### config.mk
export PLATFORM = sky130hd
export DESIGN_NAME = capture_period_moving_average_top_flat
export DESIGN_NICKNAME = d
export VERILOG_FILES = /design/src/rtl/cpma_pkg.sv /design/src/rtl/cpma_if.sv /design/src/rtl/capture_period_moving_average_top.sv /design/src/rtl/cpma_ram.sv /design/src/rtl/cpma_div.sv /design/src/flat_wrapper.sv
export SDC_FILE = /design/constraint.sdc
export NUM_CORES = 1
export LEC_CHECK = 0
export ABC_AREA = 0
export BUFFER_PORTS_ARGS = -buffer_cell sky130_fd_sc_hd__buf_4
export CAP_MARGIN = 20
export CORE_ASPECT_RATIO = 0.7
export CORE_UTILIZATION = 50
export CTS_BUF_LIST = sky130_fd_sc_hd__clkbuf_4 sky130_fd_sc_hd__clkbuf_8 sky130_fd_sc_hd__clkbuf_16
export CTS_CLUSTER_DIAMETER = 120
export DETAILED_ROUTE_END_ITERATION = 10
export GPL_ROUTABILITY_DRIVEN = 0
export PLACE_DENSITY = 0.66
export SYNTH_ARGS = -nofsm -noshare
export SYNTH_HDL_FRONTEND = slang
export SYNTH_HIERARCHICAL = 1
export SYNTH_SLANG_ARGS = --single-unit
### constraint.sdc
create_clock -name clock -period 6.35 [get_ports clock]
set_input_delay 0.635 -clock clock [delete_from_list [all_inputs] [get_ports clock]]
set_output_delay 0.635 -clock clock [all_outputs]
set_load 0.05 [all_outputs]
### src/rtl/cpma_pkg.sv
`default_nettype none

package cpma_pkg;

   // number of periods averaged
   localparam int WINDOW = 10;

   // field widths
   localparam int CaptureW = 32;
   localparam int MeanW    = 32;

   // derived widths
   localparam int CountW = $clog2(WINDOW + 1);
   localparam int SlotW  = (WINDOW > 1) ? $clog2(WINDOW) : 1;
   localparam int TotalW = CaptureW + $clog2(WINDOW);
   localparam int StepW  = $clog2(TotalW + 1);

   // request to the serial divider
   typedef struct packed {
      logic              start;
      logic [TotalW-1:0] dividend;
      logic [CountW-1:0] divisor;
   } div_req_type;

   // status back from the serial divider
   typedef struct packed {
      logic              busy;
      logic              done;
      logic [TotalW-1:0] quotient;
   } div_rsp_type;

endpackage

`default_nettype wire

### src/rtl/cpma_if.sv
`default_nettype none

// request channel: one timer capture per request
interface cpma_req_if;
   logic                          valid;
   logic                          ready;
   logic [cpma_pkg::CaptureW-1:0] capture_time;

   modport source (output valid, output capture_time, input ready);
   modport sink   (input valid, input capture_time, output ready);
endinterface

// response channel: one mean period per request
interface cpma_rsp_if;
   logic                       valid;
   logic                       ready;
   logic [cpma_pkg::MeanW-1:0] mean_period;

   modport source (output valid, output mean_period, input ready);
   modport sink   (input valid, input mean_period, output ready);
endinterface

`default_nettype wire

### src/rtl/capture_period_moving_average_top.sv
`default_nettype none

// An accepted request passes through ring update, divider start, serial divide,
// result register and response before its response is offered.
// No new request is taken until that response is taken and the block is idle again;
// the serial divider, one quotient bit per cycle over the 36-bit window sum,
// dominates.
// Reset clears the previous capture, fill count, write slot and window sum.

module capture_period_moving_average_top (
   input  wire logic clock,
   input  wire logic reset,
   cpma_req_if.sink  req_bus,
   cpma_rsp_if.source rsp_bus
);

   typedef enum logic [4:0] {
      ST_IDLE = 5'b00001,
      ST_UPD  = 5'b00010,
      ST_LOAD = 5'b00100,
      ST_DIV  = 5'b01000,
      ST_OUT  = 5'b10000
   } state_type;

   state_type                     state_ff, state_in;
   logic [cpma_pkg::CaptureW-1:0] prev_ff, prev_in;
   logic [cpma_pkg::CaptureW-1:0] period_ff, period_in;
   logic [cpma_pkg::CountW-1:0]   fill_ff, fill_in;
   logic [cpma_pkg::SlotW-1:0]    slot_ff, slot_in;
   logic [cpma_pkg::TotalW-1:0]   total_ff, total_in;
   logic [cpma_pkg::MeanW-1:0]    mean_ff, mean_in;

   logic                          accept;
   logic                          full;
   logic [cpma_pkg::CaptureW-1:0] oldest;
   cpma_pkg::div_req_type         div_req;
   cpma_pkg::div_rsp_type         div_rsp;

   assign accept = req_bus.valid && req_bus.ready;
   assign full   = (fill_ff == cpma_pkg::CountW'(cpma_pkg::WINDOW));

   // period ring, oldest entry read as the request is taken
   cpma_ram #(
      .WIDTH (cpma_pkg::CaptureW),
      .DEPTH (cpma_pkg::WINDOW)
   ) u_ring (
      .clock   (clock),
      .wr_en   (state_ff == ST_UPD),
      .wr_addr (slot_ff),
      .wr_data (period_ff),
      .rd_en   (accept),
      .rd_addr (slot_ff),
      .rd_data (oldest)
   );

   // serial divider
   assign div_req.start    = (state_ff == ST_LOAD);
   assign div_req.dividend = total_ff;
   assign div_req.divisor  = fill_ff;

   cpma_div u_div (
      .clock   (clock),
      .reset   (reset),
      .div_req (div_req),
      .div_rsp (div_rsp)
   );

   // sequencer and running window state
   always_comb begin
      state_in  = state_ff;
      prev_in   = prev_ff;
      period_in = period_ff;
      fill_in   = fill_ff;
      slot_in   = slot_ff;
      total_in  = total_ff;
      mean_in   = mean_ff;
      unique case (state_ff)
         ST_IDLE: begin
            if (accept) begin
               period_in = req_bus.capture_time - prev_ff;
               prev_in   = req_bus.capture_time;
               state_in  = ST_UPD;
            end
         end
         ST_UPD: begin
            if (full) begin
               total_in = total_ff - cpma_pkg::TotalW'(oldest)
                          + cpma_pkg::TotalW'(period_ff);
            end else begin
               total_in = total_ff + cpma_pkg::TotalW'(period_ff);
               fill_in  = fill_ff + 1'b1;
            end
            if (slot_ff == cpma_pkg::SlotW'(cpma_pkg::WINDOW - 1)) begin
               slot_in = '0;
            end else begin
               slot_in = slot_ff + 1'b1;
            end
            state_in = ST_LOAD;
         end
         ST_LOAD: begin
            state_in = ST_DIV;
         end
         ST_DIV: begin
            if (div_rsp.done) begin
               mean_in  = div_rsp.quotient[cpma_pkg::MeanW-1:0];
               state_in = ST_OUT;
            end
         end
         ST_OUT: begin
            if (rsp_bus.ready) begin
               state_in = ST_IDLE;
            end
         end
         default: begin
            state_in = ST_IDLE;
         end
      endcase
   end

   always_ff @(posedge clock) begin
      if (reset) begin
         state_ff <= ST_IDLE;
         prev_ff  <= '0;
         fill_ff  <= '0;
         slot_ff  <= '0;
         total_ff <= '0;
      end else begin
         state_ff <= state_in;
         prev_ff  <= prev_in;
         fill_ff  <= fill_in;
         slot_ff  <= slot_in;
         total_ff <= total_in;
      end
      period_ff <= period_in;
      mean_ff   <= mean_in;
   end

   assign req_bus.ready       = (state_ff == ST_IDLE);
   assign rsp_bus.valid       = (state_ff == ST_OUT);
   assign rsp_bus.mean_period = mean_ff;

`ifndef SYNTHESIS
   // one request in flight: never ready while a response waits
   assert property (@(posedge clock) disable iff (reset)
      !(req_bus.ready && rsp_bus.valid))
      else $error("request taken while response pending");

   // fill count saturates at the window length
   assert property (@(posedge clock) disable iff (reset)
      fill_ff <= cpma_pkg::CountW'(cpma_pkg::WINDOW))
      else $error("fill count beyond window");

   // divider finishes only while the sequencer waits for it
   assert property (@(posedge clock) disable iff (reset)
      div_rsp.done |-> (state_ff == ST_DIV))
      else $error("divider result outside divide state");

   // divider idle whenever the sequencer is not dividing
   assert property (@(posedge clock) disable iff (reset)
      (state_ff != ST_DIV) |-> !div_rsp.busy)
      else $error("divider busy outside divide state");

   // divisor is never zero at divider start
   assert property (@(posedge clock) disable iff (reset)
      div_req.start |-> (fill_ff != '0))
      else $error("divide by zero fill count");
`endif

endmodule

`default_nettype wire

### src/rtl/cpma_ram.sv
`default_nettype none

// generic single write, single read RAM with registered read data
module cpma_ram #(
   parameter int WIDTH = 32,
   parameter int DEPTH = 16
) (
   input  wire logic                                 clock,
   input  wire logic                                 wr_en,
   input  wire logic [((DEPTH > 1) ? $clog2(DEPTH) : 1)-1:0] wr_addr,
   input  wire logic [WIDTH-1:0]                     wr_data,
   input  wire logic                                 rd_en,
   input  wire logic [((DEPTH > 1) ? $clog2(DEPTH) : 1)-1:0] rd_addr,
   output logic      [WIDTH-1:0]                     rd_data
);

   logic [WIDTH-1:0] mem_ff [DEPTH];
   logic [WIDTH-1:0] rd_data_ff;

   always_ff @(posedge clock) begin
      if (wr_en) begin
         mem_ff[wr_addr] <= wr_data;
      end
      if (rd_en) begin
         rd_data_ff <= mem_ff[rd_addr];
      end
   end

   assign rd_data = rd_data_ff;

endmodule

`default_nettype wire

### src/rtl/cpma_div.sv
`default_nettype none

// restoring divider, one quotient bit per cycle
module cpma_div (
   input  wire logic                  clock,
   input  wire logic                  reset,
   input  wire cpma_pkg::div_req_type div_req,
   output cpma_pkg::div_rsp_type      div_rsp
);

   logic [cpma_pkg::TotalW-1:0] quot_ff, quot_in;
   logic [cpma_pkg::CountW-1:0] rem_ff, rem_in;
   logic [cpma_pkg::CountW-1:0] divisor_ff, divisor_in;
   logic [cpma_pkg::StepW-1:0]  step_ff, step_in;
   logic                        busy_ff, busy_in;
   logic                        done_ff, done_in;

   logic [cpma_pkg::CountW:0]   shifted;
   logic [cpma_pkg::CountW:0]   diff;
   logic                        fits;

   // one shift and trial subtract
   always_comb begin
      shifted = {rem_ff, quot_ff[cpma_pkg::TotalW-1]};
      diff    = shifted - {1'b0, divisor_ff};
      fits    = (shifted >= {1'b0, divisor_ff});
   end

   // sequencing of the iterations
   always_comb begin
      quot_in    = quot_ff;
      rem_in     = rem_ff;
      divisor_in = divisor_ff;
      step_in    = step_ff;
      busy_in    = busy_ff;
      done_in    = 1'b0;
      if (div_req.start) begin
         quot_in    = div_req.dividend;
         rem_in     = '0;
         divisor_in = div_req.divisor;
         step_in    = '0;
         busy_in    = 1'b1;
      end else if (busy_ff) begin
         quot_in = {quot_ff[cpma_pkg::TotalW-2:0], fits};
         rem_in  = fits ? diff[cpma_pkg::CountW-1:0] : shifted[cpma_pkg::CountW-1:0];
         step_in = step_ff + 1'b1;
         if (step_ff == cpma_pkg::StepW'(cpma_pkg::TotalW - 1)) begin
            busy_in = 1'b0;
            done_in = 1'b1;
         end
      end
   end

   always_ff @(posedge clock) begin
      if (reset) begin
         busy_ff <= 1'b0;
         done_ff <= 1'b0;
         step_ff <= '0;
      end else begin
         busy_ff <= busy_in;
         done_ff <= done_in;
         step_ff <= step_in;
      end
      quot_ff    <= quot_in;
      rem_ff     <= rem_in;
      divisor_ff <= divisor_in;
   end

   assign div_rsp.busy     = busy_ff;
   assign div_rsp.done     = done_ff;
   assign div_rsp.quotient = quot_ff;

endmodule

`default_nettype wire
### src/flat_wrapper.sv
// flat-port wrapper written by rule: the top's interface ports become plain ports
module capture_period_moving_average_top_flat 
  (clock, reset, req_bus_valid, req_bus_capture_time, req_bus_ready, rsp_bus_valid, rsp_bus_mean_period, rsp_bus_ready);
  cpma_req_if req_bus_i ();
  cpma_rsp_if rsp_bus_i ();
  input  wire logic clock;
  input  wire logic reset;
  input wire logic [$bits(req_bus_i.valid)-1:0] req_bus_valid;
  input wire logic [$bits(req_bus_i.capture_time)-1:0] req_bus_capture_time;
  output wire logic [$bits(req_bus_i.ready)-1:0] req_bus_ready;
  output wire logic [$bits(rsp_bus_i.valid)-1:0] rsp_bus_valid;
  output wire logic [$bits(rsp_bus_i.mean_period)-1:0] rsp_bus_mean_period;
  input wire logic [$bits(rsp_bus_i.ready)-1:0] rsp_bus_ready;
  assign req_bus_i.valid = req_bus_valid;
  assign req_bus_i.capture_time = req_bus_capture_time;
  assign req_bus_ready = req_bus_i.ready;
  assign rsp_bus_valid = rsp_bus_i.valid;
  assign rsp_bus_mean_period = rsp_bus_i.mean_period;
  assign rsp_bus_i.ready = rsp_bus_ready;
  capture_period_moving_average_top u_core (.clock(clock), .reset(reset), .req_bus(req_bus_i), .rsp_bus(rsp_bus_i));
endmodule
==> impl_metrics.prom <==
# TYPE chip_impl_metric gauge
chip_impl_info{name="worst_setup_path_startpoint",value="u_core/period_ff[1]"} 1
chip_impl_metric{name="port_buffers",unit=""} 69
chip_impl_metric{name="max_freq",unit="GHz"} 0.2412
chip_impl_metric{name="yosys_warning_count",unit=""} 6
chip_impl_metric{name="period_needed",unit="ns"} 4.147
chip_impl_metric{name="required_worst_endpoint",unit="ns"} 6.86
chip_impl_info{name="cp-start-kind",value="flip-flop"} 1
chip_impl_metric{name="cts_inserted_buffers",unit=""} 52
chip_impl_metric{name="routed_wl",unit="mm"} 61.38
chip_impl_metric{name="num_rows",unit=""} 70
chip_impl_metric{name="grt_pass1_vias",unit=""} 16890
chip_impl_metric{name="layoutNonFillerInstCount",unit=""} 2988
chip_impl_metric{name="final_min_period_over_clock_period",unit="%"} 65.30
chip_impl_info{name="outcome",value="completed"} 1
chip_impl_metric{name="area.sequential",unit="µm²"} 15560
chip_impl_metric{name="post_synth_inst_count",unit=""} 2159
chip_impl_metric{name="drt-wirelength-per-cell",unit="µm"} 20.54
chip_impl_metric{name="hpwl",unit="mm"} 41.21
chip_impl_metric{name="drtAntennaViolNets",unit=""} 0
chip_impl_metric{name="grt_remaining_overflow",unit=""} 0
chip_impl_info{name="end_kind",value="flip-flop"} 1
chip_impl_metric{name="die-area",unit="µm²"} 55150
chip_impl_metric{name="viasPerCell",unit=""} 5.765
chip_impl_metric{name="final.setup.worst_slack",unit="ns"} 2.203
chip_impl_metric{name="placedCellCount",unit=""} 2891
chip_impl_metric{name="cts_buffer_depth",unit=""} 3
chip_impl_metric{name="fraction_of_the_core_area_covered_by_cells_at_the_end_of_the_flow",unit="%"} 57.01
chip_impl_metric{name="p_per_area",unit="nW/µm²"} 289.7
chip_impl_metric{name="dp_slack",unit="ns"} 2.337
chip_impl_metric{name="die-height",unit="µm"} 196.8
chip_impl_metric{name="drv.max_cap_violation_count",unit=""} 0
chip_impl_metric{name="total_area_of_multi_input_combinational_cells",unit="µm²"} 10490
chip_impl_info{name="cts_root_buf",value="sky130_fd_sc_hd__clkbuf_16"} 1
chip_impl_info{name="r2r_end",value="u_core/total_ff[30]"} 1
chip_impl_info{name="tritoncts",value="done"} 1
chip_impl_metric{name="design.final.nets",unit=""} 2408
chip_impl_info{name="min-delay-path-class",value="in -> reg"} 1
chip_impl_metric{name="area_delta_synth_final",unit="%"} 11.30
chip_impl_metric{name="peakVddDrop",unit="µV"} 240.0
chip_impl_metric{name="setup_violations",unit=""} 0
chip_impl_metric{name="antenna-diode-count",unit=""} 0
chip_impl_metric{name="drt_first_iter_violations",unit=""} 1432
chip_impl_info{name="criticalPathCategory",value="reg -> reg"} 1
chip_impl_metric{name="grt_antenna_before_repair",unit=""} 0
chip_impl_info{name="worst_r2r_src",value="u_core/period_ff[1]"} 1
chip_impl_metric{name="drive_gt1_share",unit="%"} 17.06
chip_impl_metric{name="syn-num-nets",unit=""} 2338
chip_impl_metric{name="start_util",unit="%"} 51.23
chip_impl_metric{name="reg2regPathDepth",unit=""} 14
chip_impl_metric{name="via_count",unit=""} 17230
chip_impl_metric{name="fp.coreArea",unit="µm²"} 52900
chip_impl_metric{name="finalSetupTns",unit="ns"} 0
chip_impl_metric{name="power_leakage",unit="nW"} 10.96
chip_impl_metric{name="crit_arrival",unit="ns"} 4.66
chip_impl_metric{name="max_slew.worst_pin.slew",unit="ns"} 1.124
chip_impl_metric{name="globalRouteTotalUtil",unit="%"} 22.66
chip_impl_metric{name="grt_max_degree",unit=""} 71
chip_impl_metric{name="synth_area_per_cell",unit="µm²"} 12.55
chip_impl_info{name="critical_path.endpoint",value="u_core/total_ff[30]"} 1
chip_impl_metric{name="drt_pre_antenna_iters",unit=""} 5
chip_impl_metric{name="ports_placed_on_the_boundary",unit=""} 70
chip_impl_metric{name="cts.repair.resized",unit=""} 0
chip_impl_metric{name="cts.reportedPaths.clkPinSlew",unit="ns"} 0.07
chip_impl_metric{name="postCtsSetupRepairBufs",unit=""} 0
chip_impl_metric{name="dieWidth",unit="µm"} 280.3
chip_impl_info{name="grt_setup_unrepaired",value="no"} 1
chip_impl_metric{name="cts.hold.buffers_added",unit=""} 0
chip_impl_metric{name="remaining_drc_errors",unit=""} 0
chip_impl_metric{name="global_route_wire_length_before_repair",unit="mm"} 96.14
chip_impl_metric{name="crit_path_max_fanout",unit=""} 13
chip_impl_metric{name="worstSkewPairLatency",unit="ns"} 0.62
chip_impl_metric{name="cts_max_level",unit=""} 2
chip_impl_metric{name="slew_viol_final",unit=""} 0
chip_impl_metric{name="regToRegSetupSlack",unit="ns"} 2.20
chip_impl_metric{name="cts_sinks",unit=""} 549
chip_impl_metric{name="slew-limit-headroom",unit="%"} 24.88
chip_impl_metric{name="netlist_area",unit="µm²"} 27100
chip_impl_metric{name="num-fill-cells",unit=""} 4355
chip_impl_metric{name="hold_viol",unit=""} 0
chip_impl_metric{name="final.setup_skew",unit="ns"} 0.01822
==> worst min path at each step <==
stage                     slack, ns  cells past startpoint                startpoint                             end
after floorplan                0.42                      0   u_core/u_div/quot_ff[0]   u_core/rsp_bus.mean_period[0]
after global placement         0.44                      0  u_core/u_div/quot_ff[30]  u_core/rsp_bus.mean_period[30]
after detailed placement       0.43                      0  u_core/u_div/quot_ff[29]  u_core/rsp_bus.mean_period[29]
after CTS                      0.24                      3  req_bus_capture_time[20]              u_core/prev_ff[20]
after global routing           0.26                      3  req_bus_capture_time[27]              u_core/prev_ff[27]
final                          0.27                      3  req_bus_capture_time[25]              u_core/prev_ff[25]
==> sequential cells by signal (all words and copies together), names as in the netlist <==
name,flops
u_core/u_ring/mem_ff,320
u_core/total_ff,36
u_core/u_div/quot_ff,36
u_core/period_ff,32
u_core/prev_ff,32
u_core/rsp_bus.mean_period,32
u_core/u_ring/rd_data,32
u_core/u_div/step_ff,6
u_core/state_ff,5
u_core/fill_ff,4
u_core/slot_ff,4
u_core/u_div/divisor_ff,4
u_core/u_div/rem_ff,4
u_core/u_div/busy_ff,1
u_core/u_div/done_ff,1
==> layout make-up <==
type | instances | share of cell area (%)
sequential | 549 | 51.59
multi-input combinational | 1332 | 34.78
tap | 720 | 2.987
clock buffer | 68 | 4.812
inverter | 196 | 2.448
clock inverter | 25 | 0.6845
timing repair buffer | 98 | 2.697
==> cell usage in the layout (no fill, tap or decap), types with 53 or more instances in the layout <==
master / n
sky130_fd_sc_hd__edfxtp_1: 456
sky130_fd_sc_hd__mux2i_1: 67
sky130_fd_sc_hd__ha_1: 108
sky130_fd_sc_hd__xnor2_1: 63
sky130_fd_sc_hd__nor2_1: 76
sky130_fd_sc_hd__buf_4: 91
sky130_fd_sc_hd__o21ai_0: 57
sky130_fd_sc_hd__clkbuf_16: 53
sky130_fd_sc_hd__inv_1: 193
sky130_fd_sc_hd__mux2_2: 126
sky130_fd_sc_hd__a21oi_1: 140
sky130_fd_sc_hd__dfxtp_1: 91
sky130_fd_sc_hd__nand2_1: 174
==> report_power, final <==
group	switching (mW)	internal, mW
Combinational	0.867	0.603
Clock	1.34	1.70
Sequential	0.157	4.07
Total	2.37	6.37
==> metal layers <==
layer	wire length, µm	part of all wire (%)	vias up	global-route usage [%]
met5	0	0	-	0
met4	1559	2.5	0	6.881
met3	4034	6.6	84	4.113
met2	27380	45	498	34.83
met1	28410	46	8536	32.72
li1	-	-	8108	-
==> stage by stage <==
step / cell area, µm² / hold slack [ns] / power [mW]
3_3_place_gp: 28410 / 0.4386 / 5.711
3_5_place_dp: 28440 / 0.4333 / 5.747
4_1_cts: 30100 / 0.2393 / 8.786
2_1_floorplan: 27100 / 0.4222 / 5.364
6_report: 30160 / 0.2694 / 8.738
5_1_grt: 30160 / 0.2597 / 9.129
==> critical path, stage by stage, from the launching register on <==
cell and delay [ns]:
sky130_fd_sc_hd__edfxtp_1 0.61, sky130_fd_sc_hd__inv_1 0.12, sky130_fd_sc_hd__fa_1 0.55, sky130_fd_sc_hd__inv_1 0.07
sky130_fd_sc_hd__fa_1 0.46, sky130_fd_sc_hd__a21oi_1 0.25, sky130_fd_sc_hd__nor3_1 0.10, sky130_fd_sc_hd__nor2_1 0.32
sky130_fd_sc_hd__a21oi_2 0.18, sky130_fd_sc_hd__a41oi_2 0.40, sky130_fd_sc_hd__o31ai_2 0.16, sky130_fd_sc_hd__a31oi_1 0.26
sky130_fd_sc_hd__xnor2_1 0.16, sky130_fd_sc_hd__nor2_1 0.09, sky130_fd_sc_hd__a2111oi_2 0.32
Power figures use the tool's default switching activity.
